==> src/sv/keypad_matrix_scan_decoder_macros.svh <==
// ----------------------------------------------------------------------------
// Keypad scan decoder assertion macros
// Concurrent check wrappers; they compile to nothing in synthesis builds.
// ----------------------------------------------------------------------------
`ifndef KEYPAD_MATRIX_SCAN_DECODER_MACROS_SVH
`define KEYPAD_MATRIX_SCAN_DECODER_MACROS_SVH

`ifndef SYNTHESIS
// same-cycle implication
`define KMSD_ASSERT_IMP(label, clk, rst, ante, cons) \
   label: assert property (@(posedge clk) disable iff (rst) (ante) |-> (cons)) \
      else $error("keypad scan decoder check failed");
// next-cycle implication
`define KMSD_ASSERT_NXT(label, clk, rst, ante, cons) \
   label: assert property (@(posedge clk) disable iff (rst) (ante) |=> (cons)) \
      else $error("keypad scan decoder check failed");
`else
`define KMSD_ASSERT_IMP(label, clk, rst, ante, cons)
`define KMSD_ASSERT_NXT(label, clk, rst, ante, cons)
`endif

`endif

==> src/sv/kmsd_pkg.sv <==
// ----------------------------------------------------------------------------
// Keypad scan decoder package
// Shared types, event codes, key map constants and the character ROM.
// ----------------------------------------------------------------------------
`default_nettype none

package kmsd_pkg;

   localparam int MESSAGE_CAPACITY = 120;
   localparam logic [6:0] MSG_LEN_MAX = 7'(MESSAGE_CAPACITY - 1);

   localparam logic [15:0] DWELL_RESET   = 16'd5;
   localparam logic [15:0] LOCKOUT_RESET = 16'd200;

   // configuration register indexes
   localparam logic [1:0] REG_DWELL   = 2'd0;
   localparam logic [1:0] REG_LOCKOUT = 2'd1;
   localparam logic [1:0] REG_READY   = 2'd2;

   typedef enum logic [3:0] {
      EV_NONE  = 4'd0,
      EV_CHAR  = 4'd1,
      EV_BACK  = 4'd2,
      EV_UP    = 4'd3,
      EV_DOWN  = 4'd4,
      EV_READY = 4'd5,
      EV_SHIFT = 4'd6,
      EV_ACK   = 4'd7,
      EV_SEND  = 4'd8
   } kmsd_event_type;

   // shift modes
   localparam logic [1:0] SHIFT_LOWER = 2'd0;
   localparam logic [1:0] SHIFT_UPPER = 2'd1;
   localparam logic [1:0] SHIFT_CAPS  = 2'd2;

   // function row key columns
   localparam logic [2:0] FKEY_UP    = 3'd0;
   localparam logic [2:0] FKEY_READY = 3'd1;
   localparam logic [2:0] FKEY_DOWN  = 3'd2;
   localparam logic [2:0] FKEY_BACK  = 3'd4;
   localparam logic [2:0] FKEY_SHIFT = 3'd5;
   localparam logic [2:0] FKEY_ACK   = 3'd6;
   localparam logic [2:0] FKEY_SEND  = 3'd7;

   typedef struct packed {
      logic [15:0] dwell_ticks;
      logic [15:0] lockout_ticks;
      logic        ready_enabled;
   } kmsd_cfg_type;

   typedef struct packed {
      logic [7:0]     column_drive;
      kmsd_event_type event_kind;
      logic [7:0]     char_code;
      logic [1:0]     shift_mode;
      logic           ready_confirmed;
      logic [6:0]     message_length;
      logic           send_ready;
   } kmsd_result_type;

   localparam logic [7:0] ROM_LOWER [32] = '{
      8'h71, 8'h77, 8'h65, 8'h72, 8'h74, 8'h79, 8'h75, 8'h69,
      8'h6F, 8'h70, 8'h3F, 8'h61, 8'h73, 8'h64, 8'h66, 8'h67,
      8'h68, 8'h6A, 8'h6B, 8'h6C, 8'h26, 8'h7A, 8'h78, 8'h63,
      8'h76, 8'h62, 8'h6E, 8'h6D, 8'h2C, 8'h2E, 8'h20, 8'h20
   };

   localparam logic [7:0] ROM_UPPER [32] = '{
      8'h31, 8'h32, 8'h33, 8'h34, 8'h35, 8'h36, 8'h37, 8'h38,
      8'h39, 8'h30, 8'h2D, 8'h3D, 8'h2B, 8'h21, 8'h22, 8'h9C,
      8'h24, 8'h25, 8'h27, 8'h3A, 8'h2A, 8'h28, 8'h29, 8'h43,
      8'h56, 8'h42, 8'h4E, 8'h4D, 8'h3C, 8'h3E, 8'h20, 8'h20
   };

   localparam logic [7:0] ROM_CAPS [32] = '{
      8'h51, 8'h57, 8'h45, 8'h52, 8'h54, 8'h59, 8'h55, 8'h49,
      8'h4F, 8'h50, 8'h3F, 8'h41, 8'h53, 8'h44, 8'h46, 8'h47,
      8'h48, 8'h4A, 8'h4B, 8'h4C, 8'h26, 8'h5A, 8'h58, 8'h43,
      8'h56, 8'h42, 8'h4E, 8'h4D, 8'h2C, 8'h2E, 8'h20, 8'h20
   };

   // unused mode code falls back to the lower case table
   function automatic logic [7:0] char_rom(input logic [1:0] mode, input logic [4:0] addr);
      logic [7:0] code;
      case (mode)
         SHIFT_UPPER: code = ROM_UPPER[addr];
         SHIFT_CAPS:  code = ROM_CAPS[addr];
         default:     code = ROM_LOWER[addr];
      endcase
      return code;
   endfunction

endpackage

`default_nettype wire

==> src/sv/keypad_matrix_scan_decoder.sv <==
// ----------------------------------------------------------------------------
// Keypad matrix scan decoder
// Stages: input register, decode, result register. An accepted req transaction
// passes through them in that order, and the result register drives rsp_tvalid.
// Throughput: one tick per cycle unless stalled by rsp_tready.
// Reset: synchronous; valid flags, config and core state return to their defaults, scan restarts at
// the first column, and the message state clears.
// ----------------------------------------------------------------------------
`default_nettype none

`include "keypad_matrix_scan_decoder_macros.svh"

module keypad_matrix_scan_decoder (
   input  wire logic        clock,
   input  wire logic        reset,
   input  wire logic        req_tvalid,
   output logic             req_tready,
   input  wire logic [7:0]  req_tdata,   // [4:0] row_lines, [7:5] zero
   output logic             rsp_tvalid,
   input  wire logic        rsp_tready,
   output logic [31:0]      rsp_tdata,   // [7:0] column_drive, [15:8] char_code,
                                         // [17:16] shift_mode, [18] ready_confirmed,
                                         // [25:19] message_length, [26] send_ready,
                                         // [31:27] zero
   output logic [3:0]       rsp_tuser,   // [3:0] event_kind
   input  wire logic        csr_valid,
   output logic             csr_ready,
   input  wire logic [1:0]  csr_index,
   input  wire logic [15:0] csr_data
);
   import kmsd_pkg::*;

   kmsd_cfg_type    cfg_ff;
   logic            in_valid_ff, in_valid_in;
   logic [4:0]      rows_ff;
   logic            out_valid_ff, out_valid_in;
   kmsd_result_type out_ff;
   kmsd_result_type result;
   logic            out_free;
   logic            advance;

   assign csr_ready = 1'b1;

   always_ff @(posedge clock) begin
      if (reset) begin
         cfg_ff.dwell_ticks   <= DWELL_RESET;
         cfg_ff.lockout_ticks <= LOCKOUT_RESET;
         cfg_ff.ready_enabled <= 1'b1;
      end else if (csr_valid) begin
         case (csr_index)
            REG_DWELL:   cfg_ff.dwell_ticks   <= csr_data;
            REG_LOCKOUT: cfg_ff.lockout_ticks <= csr_data;
            REG_READY:   cfg_ff.ready_enabled <= csr_data[0];
            default:     ;
         endcase
      end
   end

   // result register frees when empty or being drained
   assign out_free   = !out_valid_ff || rsp_tready;
   assign advance    = in_valid_ff && out_free;
   assign req_tready = !in_valid_ff || out_free;

   always_comb begin
      in_valid_in = in_valid_ff;
      if (req_tvalid && req_tready) begin
         in_valid_in = 1'b1;
      end else if (advance) begin
         in_valid_in = 1'b0;
      end
   end

   always_comb begin
      out_valid_in = out_valid_ff;
      if (advance) begin
         out_valid_in = 1'b1;
      end else if (rsp_tready) begin
         out_valid_in = 1'b0;
      end
   end

   always_ff @(posedge clock) begin
      if (reset) begin
         in_valid_ff  <= 1'b0;
         out_valid_ff <= 1'b0;
      end else begin
         in_valid_ff  <= in_valid_in;
         out_valid_ff <= out_valid_in;
      end
   end

   always_ff @(posedge clock) begin
      if (req_tvalid && req_tready) begin
         rows_ff <= req_tdata[4:0];
      end
      if (advance) begin
         out_ff <= result;
      end
   end

   kmsd_scan_core u_core (
      .clock     (clock),
      .reset     (reset),
      .advance   (advance),
      .row_lines (rows_ff),
      .cfg       (cfg_ff),
      .result    (result)
   );

   assign rsp_tvalid = out_valid_ff;
   assign rsp_tuser  = out_ff.event_kind;
   assign rsp_tdata  = {5'd0, out_ff.send_ready, out_ff.message_length,
                        out_ff.ready_confirmed, out_ff.shift_mode,
                        out_ff.char_code, out_ff.column_drive};

   `KMSD_ASSERT_IMP(a_column_onehot, clock, reset, rsp_tvalid, $onehot(rsp_tdata[7:0]))
   `KMSD_ASSERT_IMP(a_send_ready_len, clock, reset, rsp_tvalid,
                    rsp_tdata[26] == (rsp_tdata[25:19] != 7'd0))
   `KMSD_ASSERT_IMP(a_char_only_on_char, clock, reset,
                    rsp_tvalid && (rsp_tuser != EV_CHAR), rsp_tdata[15:8] == 8'd0)
   `KMSD_ASSERT_NXT(a_len_bounded, clock, reset, advance,
                    rsp_tvalid && (rsp_tdata[25:19] <= MSG_LEN_MAX))

endmodule

`default_nettype wire

==> src/sv/kmsd_scan_core.sv <==
// ----------------------------------------------------------------------------
// Keypad scan core
// Column scan, edge detect with lockout, key decode and message state.
// State moves one tick each time the input stage hands over a transaction.
// ----------------------------------------------------------------------------
`default_nettype none

module kmsd_scan_core (
   input  wire logic                     clock,
   input  wire logic                     reset,
   input  wire logic                     advance,
   input  wire logic [4:0]               row_lines,
   input  wire kmsd_pkg::kmsd_cfg_type   cfg,
   output kmsd_pkg::kmsd_result_type     result
);
   import kmsd_pkg::*;

   logic [2:0]  col_ff,     col_in;
   logic [15:0] dwell_ff,   dwell_in;
   logic [15:0] lockout_ff, lockout_in;
   logic [4:0]  prev_ff;
   logic [1:0]  shift_ff,   shift_in;
   logic        toggle_ff,  toggle_in;
   logic [6:0]  length_ff,  length_in;

   logic [4:0]     rising;
   logic [1:0]     char_row;
   logic           fkey_row;
   kmsd_event_type kind;
   logic [7:0]     code;
   logic [16:0]    dwell_sum;
   logic [15:0]    dwell_lim;

   assign rising = row_lines & ~prev_ff;

   // lowest rising row wins
   always_comb begin
      char_row = 2'd0;
      fkey_row = 1'b0;
      if (rising[0]) begin
         char_row = 2'd0;
      end else if (rising[1]) begin
         char_row = 2'd1;
      end else if (rising[2]) begin
         char_row = 2'd2;
      end else if (rising[3]) begin
         char_row = 2'd3;
      end else begin
         fkey_row = 1'b1;
      end
   end

   always_comb begin
      kind       = EV_NONE;
      code       = 8'd0;
      lockout_in = lockout_ff;
      shift_in   = shift_ff;
      toggle_in  = toggle_ff;
      length_in  = length_ff;
      if (lockout_ff != 16'd0) begin
         lockout_in = lockout_ff - 16'd1;
      end else if (rising != 5'd0) begin
         if (!fkey_row) begin
            kind = EV_CHAR;
            code = char_rom(shift_ff, {char_row, col_ff});
            if (length_ff < MSG_LEN_MAX) begin
               length_in = length_ff + 7'd1;
            end
         end else begin
            case (col_ff)
               FKEY_UP:    kind = EV_UP;
               FKEY_READY: begin
                  kind      = EV_READY;
                  toggle_in = ~toggle_ff;
               end
               FKEY_DOWN:  kind = EV_DOWN;
               FKEY_BACK:  begin
                  kind = EV_BACK;
                  if (length_ff != 7'd0) begin
                     length_in = length_ff - 7'd1;
                  end
               end
               FKEY_SHIFT: begin
                  kind = EV_SHIFT;
                  case (shift_ff)
                     SHIFT_LOWER: shift_in = SHIFT_UPPER;
                     SHIFT_UPPER: shift_in = SHIFT_CAPS;
                     default:     shift_in = SHIFT_LOWER;
                  endcase
               end
               FKEY_ACK:   kind = EV_ACK;
               FKEY_SEND:  begin
                  kind      = EV_SEND;
                  length_in = 7'd0;
               end
               default:    kind = EV_NONE;
            endcase
         end
         if (kind != EV_NONE) begin
            lockout_in = cfg.lockout_ticks;
         end
      end
   end

   // a zero dwell setting behaves as one
   assign dwell_lim = (cfg.dwell_ticks == 16'd0) ? 16'd1 : cfg.dwell_ticks;
   assign dwell_sum = {1'b0, dwell_ff} + 17'd1;

   always_comb begin
      if (dwell_sum >= {1'b0, dwell_lim}) begin
         dwell_in = 16'd0;
         col_in   = col_ff + 3'd1;
      end else begin
         dwell_in = dwell_sum[15:0];
         col_in   = col_ff;
      end
   end

   always_comb begin
      result.column_drive    = 8'd1 << col_ff;
      result.event_kind      = kind;
      result.char_code       = code;
      result.shift_mode      = shift_in;
      result.ready_confirmed = toggle_in & cfg.ready_enabled;
      result.message_length  = length_in;
      result.send_ready      = (length_in != 7'd0);
   end

   always_ff @(posedge clock) begin
      if (reset) begin
         col_ff     <= 3'd0;
         dwell_ff   <= 16'd0;
         lockout_ff <= 16'd0;
         prev_ff    <= 5'd0;
         shift_ff   <= SHIFT_LOWER;
         toggle_ff  <= 1'b0;
         length_ff  <= 7'd0;
      end else if (advance) begin
         col_ff     <= col_in;
         dwell_ff   <= dwell_in;
         lockout_ff <= lockout_in;
         prev_ff    <= row_lines;
         shift_ff   <= shift_in;
         toggle_ff  <= toggle_in;
         length_ff  <= length_in;
      end
   end

endmodule

`default_nettype wire
==> config.mk <==
export PLATFORM = sky130hd
export DESIGN_NAME = keypad_matrix_scan_decoder
export DESIGN_NICKNAME = d
export VERILOG_FILES = /design/src/sv/kmsd_pkg.sv /design/src/sv/keypad_matrix_scan_decoder.sv /design/src/sv/kmsd_scan_core.sv
export VERILOG_INCLUDE_DIRS = /design/src /design/src/sv
export SDC_FILE = /design/constraint.sdc
export NUM_CORES = 1
export LEC_CHECK = 0
export BUFFER_PORTS_ARGS = -buffer_cell sky130_fd_sc_hd__buf_4
export CAP_MARGIN = 20
export CORE_ASPECT_RATIO = 1.5
export CORE_MARGIN = 2
export CORE_UTILIZATION = 25
export DETAILED_ROUTE_END_ITERATION = 7
export GPL_TIMING_DRIVEN = 0
export HOLD_SLACK_MARGIN = 0.15
export PLACE_DENSITY_LB_ADDON = 0.08
export SLEW_MARGIN = 20
export SYNTH_ARGS = -nofsm -noshare
export SYNTH_HDL_FRONTEND = slang
export SYNTH_SLANG_ARGS = --single-unit
==> constraint.sdc <==
create_clock -name clock -period 3.47 [get_ports clock]
set_input_delay 0.5205 -clock clock [delete_from_list [all_inputs] [get_ports clock]]
set_output_delay 0.5205 -clock clock [all_outputs]
set_load 0.05 [all_outputs]
==> flow_summary.json, run 1 <==
{
  "clkLatencyLatePin_ns": 0.43,
  "leakage_nw": 3.39,
  "firstDrtPassIters": 7,
  "peakVddDrop_mv": 0.368,
  "synth_area_um2": 6970,
  "fmax_mhz": 307,
  "drtAntennaViolNets": 0,
  "routedWlPerCell_um": 17.3,
  "maxSlewHeadroom_pct": 38.6,
  "outcome": "completed",
  "min_to": "rows_ff[3]$_DFFE_PP_",
  "cts_hold_buf": 0,
  "root_buffer": "clkbuf_16",
  "fin_setup_tns_ns": 0,
  "ff2ff_setup_slack_ns": 0.21,
  "drv.max_cap_violation_count": 0,
  "grt_pass1_wl_um": 35500,
  "grt_start_max_net_pins": 24,
  "multi_input_area_um2": 3940,
  "die_h_um": 209,
  "slew_viol_final": 0,
  "r2r_cells": 15,
  "grt_overflow": 0,
  "track_usage_pct": 15.7,
  "synth.distinct_cells": 73,
  "place_congestion": 0.795,
  "final_util_pct": 32.1,
  "rsz0062_at_grt": "false",
  "slowest_delay_ns": 0.38,
  "ios": 70,
  "end_kind": "flop",
  "r2r_start": "u_core.dwell_ff[4]$_SDFFE_PP0P_",
  "clk_pin_slew_ns": 0.06,
  "yosysSeqAreaShare_pct": 39.9,
  "core_area_um2": 27300,
  "finalCritPeriodShare_pct": 94.0,
  "dr_total_vias": 6379,
  "dp_hpwl_um": 17100,
  "hp-class": "in -> reg",
  "syn2layout_area_growth_pct": 25.6,
  "synth_edf_count": 36,
  "rows": 74,
  "setup_viol": 0,
  "nets": 1019,
  "clock-skew-final_ns": 0.00720,
  "synth_common_cells": "nand2_1 (151), dfxtp_1 (85), a21oi_1 (80)",
  "crit_fanout": 6,
  "syn_avg_cell_area_um2": 8.16,
  "synth_top_area_cell": "dfxtp_1",
  "crit_arrival_ns": 3.58,
  "min_period_ns": 3.26,
  "diodes": 0,
  "worstPathRequired_ns": 3.79,
  "drtIter0Drc": 423,
  "viasPerCell": 4.88,
  "grt_pass1_vias": 6390,
  "critPathSlowestCell": "dfxtp_2",
  "rr_endpoint": "u_core.dwell_ff[7]$_SDFFE_PP0P_",
  "ys_seq_elements": 121,
  "regArea_um2": 2800,
  "drc": 0,
  "synth_top_area_share_pct": 24.4,
  "async_flop_share_pct": 0,
  "syn_inst": 855,
  "cts_tree": "done",
  "holdPathStages": 1,
  "path_class": "reg -> reg",
  "num-fill-cells": 2915,
  "die_w_um": 140,
  "clock_path_buffers": 2,
  "worst_slew_pin_slew_ns": 0.917,
  "portBuffers": 59,
  "start_util_pct": 25.5,
  "ys_dominant_reg_cell": "dfxtp_1",
  "yosysWarnings": 0,
  "min_from": "req_tdata[3]",
  "dieArea_um2": 29300,
  "cts_sinks": 121,
  "cp_cell_sequence": "nand3_4 -> nor4_4 -> and3_4 -> and3_4 -> nand3_2 -> xnor2_2 -> ha_1 -> and3_4 -> nand3_1 -> o211ai_1 -> a21oi_4 -> buf_12 -> and2_4 -> buf_6 -> a32o_1",
  "setup.worst_path.start_class": "flop",
  "pwr_density_cell_nw_per_um2": 655,
  "finalHoldViolations": 0,
  "drive_above_1_share_pct": 16.1,
  "wl_um": 22600,
  "cts_max_level": 4,
  "cts_buffers": 17,
  "whs_ns": 0.268,
  "crit_top_cell": "and3_4",
  "synth_area_leaders": "dfxtp_1 (24%), edfxtp_1 (16%), nand2_1 (8.1%)",
  "antenna_found_initial": 0,
  "yosysMostFrequentCell": "nand2_1"
}
## area by class of cell
| cell class | count | share of cell area (%) |
|---|---|---|
| inverter | 37 | 1.59 |
| tap | 342 | 4.89 |
| multi-input combinational | 651 | 44.9 |
| timing repair buffer | 75 | 6.89 |
| clock buffer | 23 | 5.93 |
| sequential | 121 | 32.0 |
| buffer | 50 | 2.87 |
| clock inverter | 8 | 0.929 |
## critical path: cells and delay by family, from the launching register on
family	cells	cell delay, ns
AO/OA/AOI/OAI	3	0.59
AND/OR/NAND/NOR	8	1.42
flip-flops	1	0.38
buffers and inverters	2	0.28
adder cells (fa/ha/maj)	1	0.31
XOR/XNOR	1	0.18
## timing repair
action / in CTS / in global routing
setup endpoints to repair: 19 / 20
hold endpoints to repair: 0 / 0
resized for setup: 19 / 22
pin swaps: 3 / 10
buffers inserted: 6 / 9
## report_power, final
| group | total [mW] | switching (mW) | internal [mW] |
|---|---|---|---|
| clock network | 1.82 | 0.697 | 1.12 |
| registers | 1.78 | 0.133 | 1.65 |
| logic | 2.14 | 1.46 | 0.674 |
## through the flow
stage	worst slack (ns)	total power, mW	cell area, µm²	cells
6_report	0.208	5.74	8760	1307
5_1_grt	0.00352	6.12	8760	1307
4_1_cts	0.0166	5.79	8630	1298
3_5_place_dp	-0.963	3.94	7890	1261
3_3_place_gp	-1.02	3.94	7860	1260
2_1_floorplan	0.0367	3.28	6990	859
## routing by layer
layer  GRT usage [%]  wire length, µm  vias to the layer above
li1                -                -                     3245
met1            17.4             9430                     2963
met2            29.3            11900                      145
met3            2.92              710                       26
met4            6.03              554                        0
met5               0                0                        -
## registers in the layout, indices dropped and copies added (netlist names)
name	flops
u_core.length_ff	7
cfg_ff	33
rsp_tvalid	1
u_core.prev_ff	5
rsp_tuser	4
in_valid_ff	1
u_core.dwell_ff	16
u_core.toggle_ff	1
u_core.lockout_ff	16
u_core.shift_ff	2
u_core.col_ff	3
rsp_tdata	27
rows_ff	5
## worst max path at each step
| stage | startpoint | end | slack [ns] |
|---|---|---|---|
| after floorplan | u_core.dwell_ff[0]$_SDFFE_PP0P_ | u_core.dwell_ff[14]$_SDFFE_PP0P_ | 0.04 |
| after global placement | u_core.dwell_ff[2]$_SDFFE_PP0P_ | u_core.dwell_ff[14]$_SDFFE_PP0P_ | -1.02 |
| after detailed placement | u_core.dwell_ff[3]$_SDFFE_PP0P_ | u_core.dwell_ff[8]$_SDFFE_PP0P_ | -0.96 |
| after CTS | u_core.dwell_ff[0]$_SDFFE_PP0P_ | u_core.col_ff[1]$_SDFFE_PP0P_ | 0.02 |
| after global routing | u_core.dwell_ff[4]$_SDFFE_PP0P_ | u_core.dwell_ff[7]$_SDFFE_PP0P_ | 0.004 |
| final | u_core.dwell_ff[4]$_SDFFE_PP0P_ | u_core.dwell_ff[7]$_SDFFE_PP0P_ | 0.21 |
## cells by family (layout without fill, tap and decap cells)
group	after synthesis	in the layout	synth area share (%)
AND/OR/NAND/NOR	374	374	25.7
AO/OA/AOI/OAI	209	209	18.9
flip-flops	121	121	39.9
buffers and inverters	87	193	5.38
adder cells (fa/ha/maj)	35	35	6.28
XOR/XNOR	19	19	2.39
multiplexers	8	8	1.33
other	2	6	0.108
## cell usage in the layout (no fill, tap or decap), types with 5 or more instances in the layout
| cell type | n |
|---|---|
| clkbuf_1 | 35 |
| o211ai_1 | 10 |
| and2_1 | 8 |
| o31ai_1 | 7 |
| and3_1 | 8 |
| nand2b_1 | 12 |
| conb_1 | 6 |
| nand2_1 | 151 |
| nand4_1 | 11 |
| xor2_1 | 7 |
| ha_1 | 34 |
| nand3_1 | 28 |
| buf_6 | 5 |
| nor4_1 | 7 |
| dfxtp_1 | 79 |
| a32o_1 | 6 |
| mux2i_1 | 7 |
| nor2b_1 | 14 |
| o21ai_0 | 39 |
| a211oi_1 | 8 |
| a31oi_1 | 9 |
| edfxtp_1 | 36 |
| clkbuf_16 | 18 |
| buf_4 | 78 |
| nor2_1 | 67 |
| a21oi_1 | 79 |
| xnor2_1 | 10 |
| inv_1 | 34 |
| clkbuf_8 | 5 |
| nor3_1 | 29 |
Power figures use the tool's default switching activity.
==> run 2, diff against run 1 <==
- ABC_CLOCK_PERIOD_IN_PS: unset -> 3470
- CORE_ASPECT_RATIO: 1.5 -> 1.25
- SYNTH_HIERARCHICAL: unset -> 1
==> run 2 against run 1 <==
Setup slack worse by 0.080 ns. Hold slack better by 0.011 ns. First-iteration DRC count is 30% lower. Synthesized area is 3.4% higher. Non-clock buffer count is 1 higher. Critical path depth stayed put. Global-route usage is 0.57 points lower. Sequential share of layout area is 0.82 points lower. Largest cell class unchanged.
==> flow_summary.json, run 2 <==
{
  "outcome": "completed",
  "start_util_pct": 25.4,
  "finalPower_mw": 5.23,
  "synth_area_um2": 7210,
  "synth_area_leaders": "dfxtp_1 (24%), edfxtp_1 (15%), mux2i_1 (6.7%)",
  "synth_edf_count": 36,
  "rows": 69,
  "fmax_mhz": 299,
  "cts_max_level": 4,
  "synth_top_area_cell": "dfxtp_1",
  "syn_inst": 806,
  "hp-class": "in -> reg",
  "slew_viol_final": 0,
  "drive_above_1_share_pct": 20.3,
  "largest_register_ffs": 33,
  "top_register": "cfg_ff",
  "holdPathStages": 1,
  "synth.distinct_cells": 83,
  "syn2layout_area_growth_pct": 24.9,
  "grt_pass1_wl_um": 35100,
  "grt_pass1_vias": 6058,
  "routedWlPerCell_um": 17.7,
  "switching_share_pct": 35.9,
  "setup.worst_path.start_class": "flop",
  "drc": 0,
  "nets": 964,
  "cts_buffers": 17,
  "antenna_found_initial": 0,
  "ys_dominant_reg_cell": "dfxtp_1",
  "async_flop_share_pct": 0,
  "root_buffer": "clkbuf_16",
  "syn_avg_cell_area_um2": 8.95,
  "core_area_um2": 28400,
  "finalHoldViolations": 0,
  "worst_slew_pin_slew_ns": 0.836,
  "maxSlewHeadroom_pct": 43.9,
  "end_kind": "flop",
  "clk_pin_slew_ns": 0.06,
  "cp-endpoint": "u_core/dwell_ff[4]$_SDFFE_PP0P_",
  "p_int_mw": 3.35,
  "yosysWarnings": 6,
  "regArea_um2": 2810,
  "place_congestion": 0.812,
  "clock-skew-final_ns": 0.0110,
  "min_period_ns": 3.34,
  "p_comb_share_pct": 31.3,
  "synth_top_area_share_pct": 23.6,
  "cts_sinks": 121,
  "ios": 70,
  "finalCritPeriodShare_pct": 96.3,
  "peakVddDrop_mv": 0.276,
  "dieArea_um2": 30200,
  "ff2ff_setup_slack_ns": 0.13,
  "leakage_nw": 3.46,
  "wl_um": 22400,
  "seq_power_share_pct": 32.7,
  "drtAntennaViolNets": 0,
  "firstDrtPassIters": 5,
  "final_common_cell": "buf_4",
  "worstPathRequired_ns": 3.75,
  "pwr_density_cell_nw_per_um2": 580,
  "fin_setup_tns_ns": 0,
  "ys_seq_elements": 121,
  "track_usage_pct": 15.1,
  "clock_path_buffers": 2,
  "portBuffers": 59,
  "die_w_um": 156,
  "grt_overflow": 0,
  "crit_start": "u_core/dwell_ff[1]$_SDFFE_PP0P_",
  "synth_common_cells": "dfxtp_1 (85), nor2_1 (78), nand2b_1 (60)",
  "cts_hold_buf": 0,
  "r2r_start": "u_core/dwell_ff[1]$_SDFFE_PP0P_",
  "diodes": 0,
  "fin_ws_ns": 0.128,
  "cts_tree": "done",
  "die_h_um": 194,
  "crit_arrival_ns": 3.63,
  "dp_hpwl_um": 16900,
  "netSwitchingPower_mw": 1.88,
  "final_cell_mix": "buf_4 (80), nor2_1 (76), dfxtp_1 (76)",
  "path_class": "reg -> reg",
  "drv.max_cap_violation_count": 0,
  "rr_endpoint": "u_core/dwell_ff[4]$_SDFFE_PP0P_",
  "yosysSeqAreaShare_pct": 38.6,
  "yosysMostFrequentCell": "dfxtp_1",
  "reg_top3": "cfg_ff x33, rsp_tdata x27",
  "crit_fanout": 7,
  "drtIter0Drc": 294,
  "dr_total_vias": 6108,
  "clkLatencyLatePin_ns": 0.43,
  "r2r_cells": 15,
  "multi_input_area_um2": 4160,
  "grt_start_max_net_pins": 26,
  "viasPerCell": 4.82,
  "num-fill-cells": 2966,
  "place_ws_ns": -0.280,
  "p_clk_share_pct": 36.0,
  "setup_viol": 0
}
## run 2: routing by layer
metal / up-vias / track usage, % / routed length [µm]
met2: 145 / 26.8 / 11500
li1: 3070 / - / -
met4: 0 / 4.93 / 362
met3: 23 / 2.86 / 821
met5: - / 0 / 0
met1: 2870 / 18.2 / 9730
## run 2: logic make-up after synthesis
family,Yosys count,share of synthesized area (%)
AOI/OAI and AO/OA,172,16.0
xor gates and xnor gates,17,2.17
adders and majority gates,33,5.73
buffers and inverters,91,5.93
DFF,121,38.6
muxes,52,7.44
other,2,0.104
and+or+nand+nor,318,24.0
## run 2: how the worst min path moves through the flow
| stage | startpoint | to |
|---|---|---|
| 6_report | req_tdata[2] | rows_ff[2]$_DFFE_PP_ |
| 5_1_grt | req_tdata[2] | rows_ff[2]$_DFFE_PP_ |
| 4_1_cts | req_tdata[2] | rows_ff[2]$_DFFE_PP_ |
| 3_5_place_dp | in_valid_ff$_SDFFE_PP0P_ | rsp_tvalid$_SDFFE_PP0P_ |
| 3_3_place_gp | in_valid_ff$_SDFFE_PP0P_ | rsp_tvalid$_SDFFE_PP0P_ |
| 2_1_floorplan | in_valid_ff$_SDFFE_PP0P_ | rsp_tvalid$_SDFFE_PP0P_ |
## run 2: worst max-delay path: stages (launching register included)
cell	delay (ns)
dfxtp_2	0.37
nand2_1	0.10
or4_4	0.52
nor2_4	0.13
and3_4	0.22
xor2_4	0.22
ha_4	0.16
and3_4	0.17
nand4_1	0.17
a311o_1	0.35
and4_1	0.17
buf_6	0.12
and2_4	0.14
buf_6	0.13
a22oi_2	0.17
nor2_1	0.05
## run 2: timing repair
action,CTS,global route
pin swaps,7,6
buffers inserted,9,3
resized for setup,31,10
endpoints found under the setup margin,11,15
## run 2: power by group through the flow
stage | clock network (mW) | registers, mW | logic (mW)
after floorplan | 0 | 1.86 | 1.04
after global placement | 0 | 1.75 | 1.64
after detailed placement | 0 | 1.74 | 1.63
after CTS | 1.94 | 1.71 | 1.65
after global routing | 2.00 | 1.73 | 1.80
final | 1.88 | 1.71 | 1.64
## run 2: area by class of cell
cell class	instances	area share, %
plain buffers	54	3.19
clock buffers	20	5.43
clock inverters	12	1.50
inverters	36	1.50
multi-input cells	598	46.2
flip-flops and latches	121	31.1
well taps	355	4.93
repair buffers	72	6.14
## run 2: metrics by stage
stage          cells  util (%)  instance area [µm²]  hold slack [ns]
2_1_floorplan    810         -                 7230            0.434
3_3_place_gp    1224      28.6                 8110            0.466
3_5_place_dp    1225      28.6                 8140            0.459
4_1_cts         1266      31.5                 8940            0.253
5_1_grt         1268      31.7                 9010            0.251
6_report        1268      31.7                 9010            0.279
==> run 3, diff against run 2 <==
- BUFFER_PORTS_ARGS: -buffer_cell sky130_fd_sc_hd__buf_4 -> unset
- DONT_BUFFER_PORTS: unset -> 1
==> run 3 against run 2 <==
Power fell by 3.6%. Core utilization fell by 2.0 points. Cell area fell by 6.2%. Hold slack got worse by 0.084 ns. Clock skew fell by 0.0031 ns. Non-clock buffer count fell by 63. Clock-buffer cell count rose by 1. Combinational power fell by 14%. Clock power fell by 6%.
==> flow_summary.json, run 3 (synthesized netlist as in run 2, its figures left out) <==
{
  "start_util_pct": 25.4,
  "slowest_delay_ns": 0.55,
  "regArea_um2": 2800,
  "clock_path_buffers": 2,
  "worstPathRequired_ns": 3.75,
  "cts_tree": "done",
  "dp_hpwl_um": 16900,
  "critPathTopFamily": "simple AND/OR/NAND/NOR gates",
  "pwr_density_cell_nw_per_um2": 596,
  "setup.worst_path.start_class": "flop",
  "leakage_nw": 3.12,
  "dieArea_um2": 30200,
  "syn2layout_area_growth_pct": 17.2,
  "clock-skew-final_ns": 0.00798,
  "fin_area_um2": 8450,
  "cts_hold_buf": 0,
  "p_clk_share_pct": 35.0,
  "min_period_ns": 3.27,
  "drtAntennaViolNets": 0,
  "diodes": 0,
  "largest_register_ffs": 33,
  "outcome": "completed",
  "clkLatencyLatePin_ns": 0.42,
  "ios": 70,
  "crit_arrival_ns": 3.54,
  "multi_input_area_um2": 4130,
  "grt_pass1_wl_um": 35700,
  "antenna_found_initial": 0,
  "nets": 901,
  "drv.max_cap_violation_count": 0,
  "core_area_um2": 28400,
  "p_int_mw": 3.20,
  "netSwitchingPower_mw": 1.84,
  "cts_max_level": 4,
  "num-fill-cells": 3031,
  "reg_top3": "cfg_ff x33, rsp_tdata x27",
  "cts_sinks": 121,
  "p_comb_share_pct": 28.0,
  "firstDrtPassIters": 4,
  "crit_fanout": 9,
  "slew_viol_final": 0,
  "grt_overflow": 0,
  "drtIter0Drc": 265,
  "critPathSlowestCell": "or4_4",
  "finalCritPeriodShare_pct": 94.2,
  "crit_top_cell": "and3_4",
  "top_register": "cfg_ff",
  "cp_cell_sequence": "nand2_4 -> or4_4 -> nor2_4 -> and3_4 -> xor2_4 -> ha_4 -> and3_4 -> nand4_1 -> a311o_1 -> and4_1 -> buf_6 -> buf_4 -> a31oi_1 -> a21oi_1",
  "die_w_um": 156,
  "clk_pin_slew_ns": 0.06,
  "maxSlewHeadroom_pct": 45.6,
  "path_class": "reg -> reg",
  "finalHoldViolations": 0,
  "setup_viol": 0,
  "place_congestion": 0.794,
  "hp-class": "in -> reg",
  "rows": 69,
  "seq_power_share_pct": 36.9,
  "viasPerCell": 4.96,
  "fmax_mhz": 306,
  "switching_share_pct": 36.5,
  "routedWlPerCell_um": 18.7,
  "place_ws_ns": -0.256,
  "critical_path_buf_inv_count": 2,
  "fin_setup_tns_ns": 0,
  "drive_above_1_share_pct": 13.9,
  "cts_buffers": 17,
  "whs_ns": 0.195,
  "end_kind": "flop",
  "place_area_um2": 7690,
  "track_usage_pct": 15.4,
  "final_common_cell": "nor2_1",
  "root_buffer": "clkbuf_16",
  "grt_start_max_net_pins": 26,
  "finalPower_mw": 5.04,
  "worst_slew_pin_slew_ns": 0.811,
  "wl_um": 22600,
  "final_cell_mix": "nor2_1 (77), dfxtp_1 (76), nand2b_1 (60)",
  "portBuffers": 0,
  "peakVddDrop_mv": 0.277,
  "drc": 0,
  "rsz0062_at_grt": "false",
  "fin_ws_ns": 0.200,
  "grt_pass1_vias": 6051,
  "die_h_um": 194,
  "dr_total_vias": 5969
}
[run 3: cell count changes in the layout (fill, tap and decap cells not counted), sizes merged]
cell	change
buf	-63
bufinv	-1
clkbuf	+1
clkinv	-4
clkinvlp	+2
inv	+1
[run 3: final timing paths]
| path | from | depth (start not counted) | to | slack, ns |
|---|---|---|---|---|
| worst max-delay path | u_core/dwell_ff[1]$_SDFFE_PP0P_ | 14 | u_core/dwell_ff[9]$_SDFFE_PP0P_ | 0.20 |
| worst min register to register | cfg_ff[2]$_SDFFE_PP0P_ | 2 | cfg_ff[2]$_SDFFE_PP0P_ | 0.47 |
| worst min-delay path | req_tdata[4] | 0 | rows_ff[4]$_DFFE_PP_ | 0.20 |
| worst max register to register | u_core/dwell_ff[1]$_SDFFE_PP0P_ | 14 | u_core/dwell_ff[9]$_SDFFE_PP0P_ | 0.20 |
[run 3: cell type report]
cell class | instances | share of cell area [%]
sequential | 121 | 33.2
buffer | 53 | 3.27
multi-input combinational | 598 | 48.8
timing repair buffer | 10 | 1.04
clock inverter | 10 | 1.04
inverter | 36 | 1.60
tap | 355 | 5.25
clock buffer | 21 | 5.82
[run 3: per-stage QoR]
stage / util, % / instances
floorplan: - / 810
global placement: 27.0 / 1165
detailed placement: 27.1 / 1166
CTS: 29.7 / 1205
global route: 29.8 / 1204
finish: 29.8 / 1204
[run 3: per-layer routing]
metal | wire length, µm | GRT usage [%] | up-vias | part of all wire [%]
met5 | 0 | 0 | - | 0
met2 | 11400 | 26.7 | 124 | 50
met3 | 842 | 3.02 | 24 | 3.7
li1 | - | - | 2937 | -
met4 | 357 | 4.59 | 0 | 1.6
met1 | 10000 | 19.0 | 2884 | 44
[run 3: timing repair]
item                       CTS  global route
hold endpoints to repair     0             0
setup endpoints to repair   11            10
resized for setup           26            10
pin swaps                    4             7
gates cloned                 0             0
buffers inserted             8             1
[run 3: power by group through the flow]
stage          combinational [mW]  clock [mW]  sequential [mW]
6_report                     1.41        1.77             1.86
3_3_place_gp                 1.42           0             1.90
2_1_floorplan                1.04           0             1.86
4_1_cts                      1.43        1.82             1.86
3_5_place_dp                 1.41           0             1.89
5_1_grt                      1.57        1.88             1.88
[run 3: worst reg2reg max path: cells and delay by family, from the launching register on]
kind | cells | cell delay (ns)
and+or+nand+nor | 7 | 1.50
AOI/OAI and AO/OA | 3 | 0.59
DFF | 1 | 0.39
buffers and inverters | 2 | 0.29
xor gates and xnor gates | 1 | 0.21
adders and majority gates | 1 | 0.16
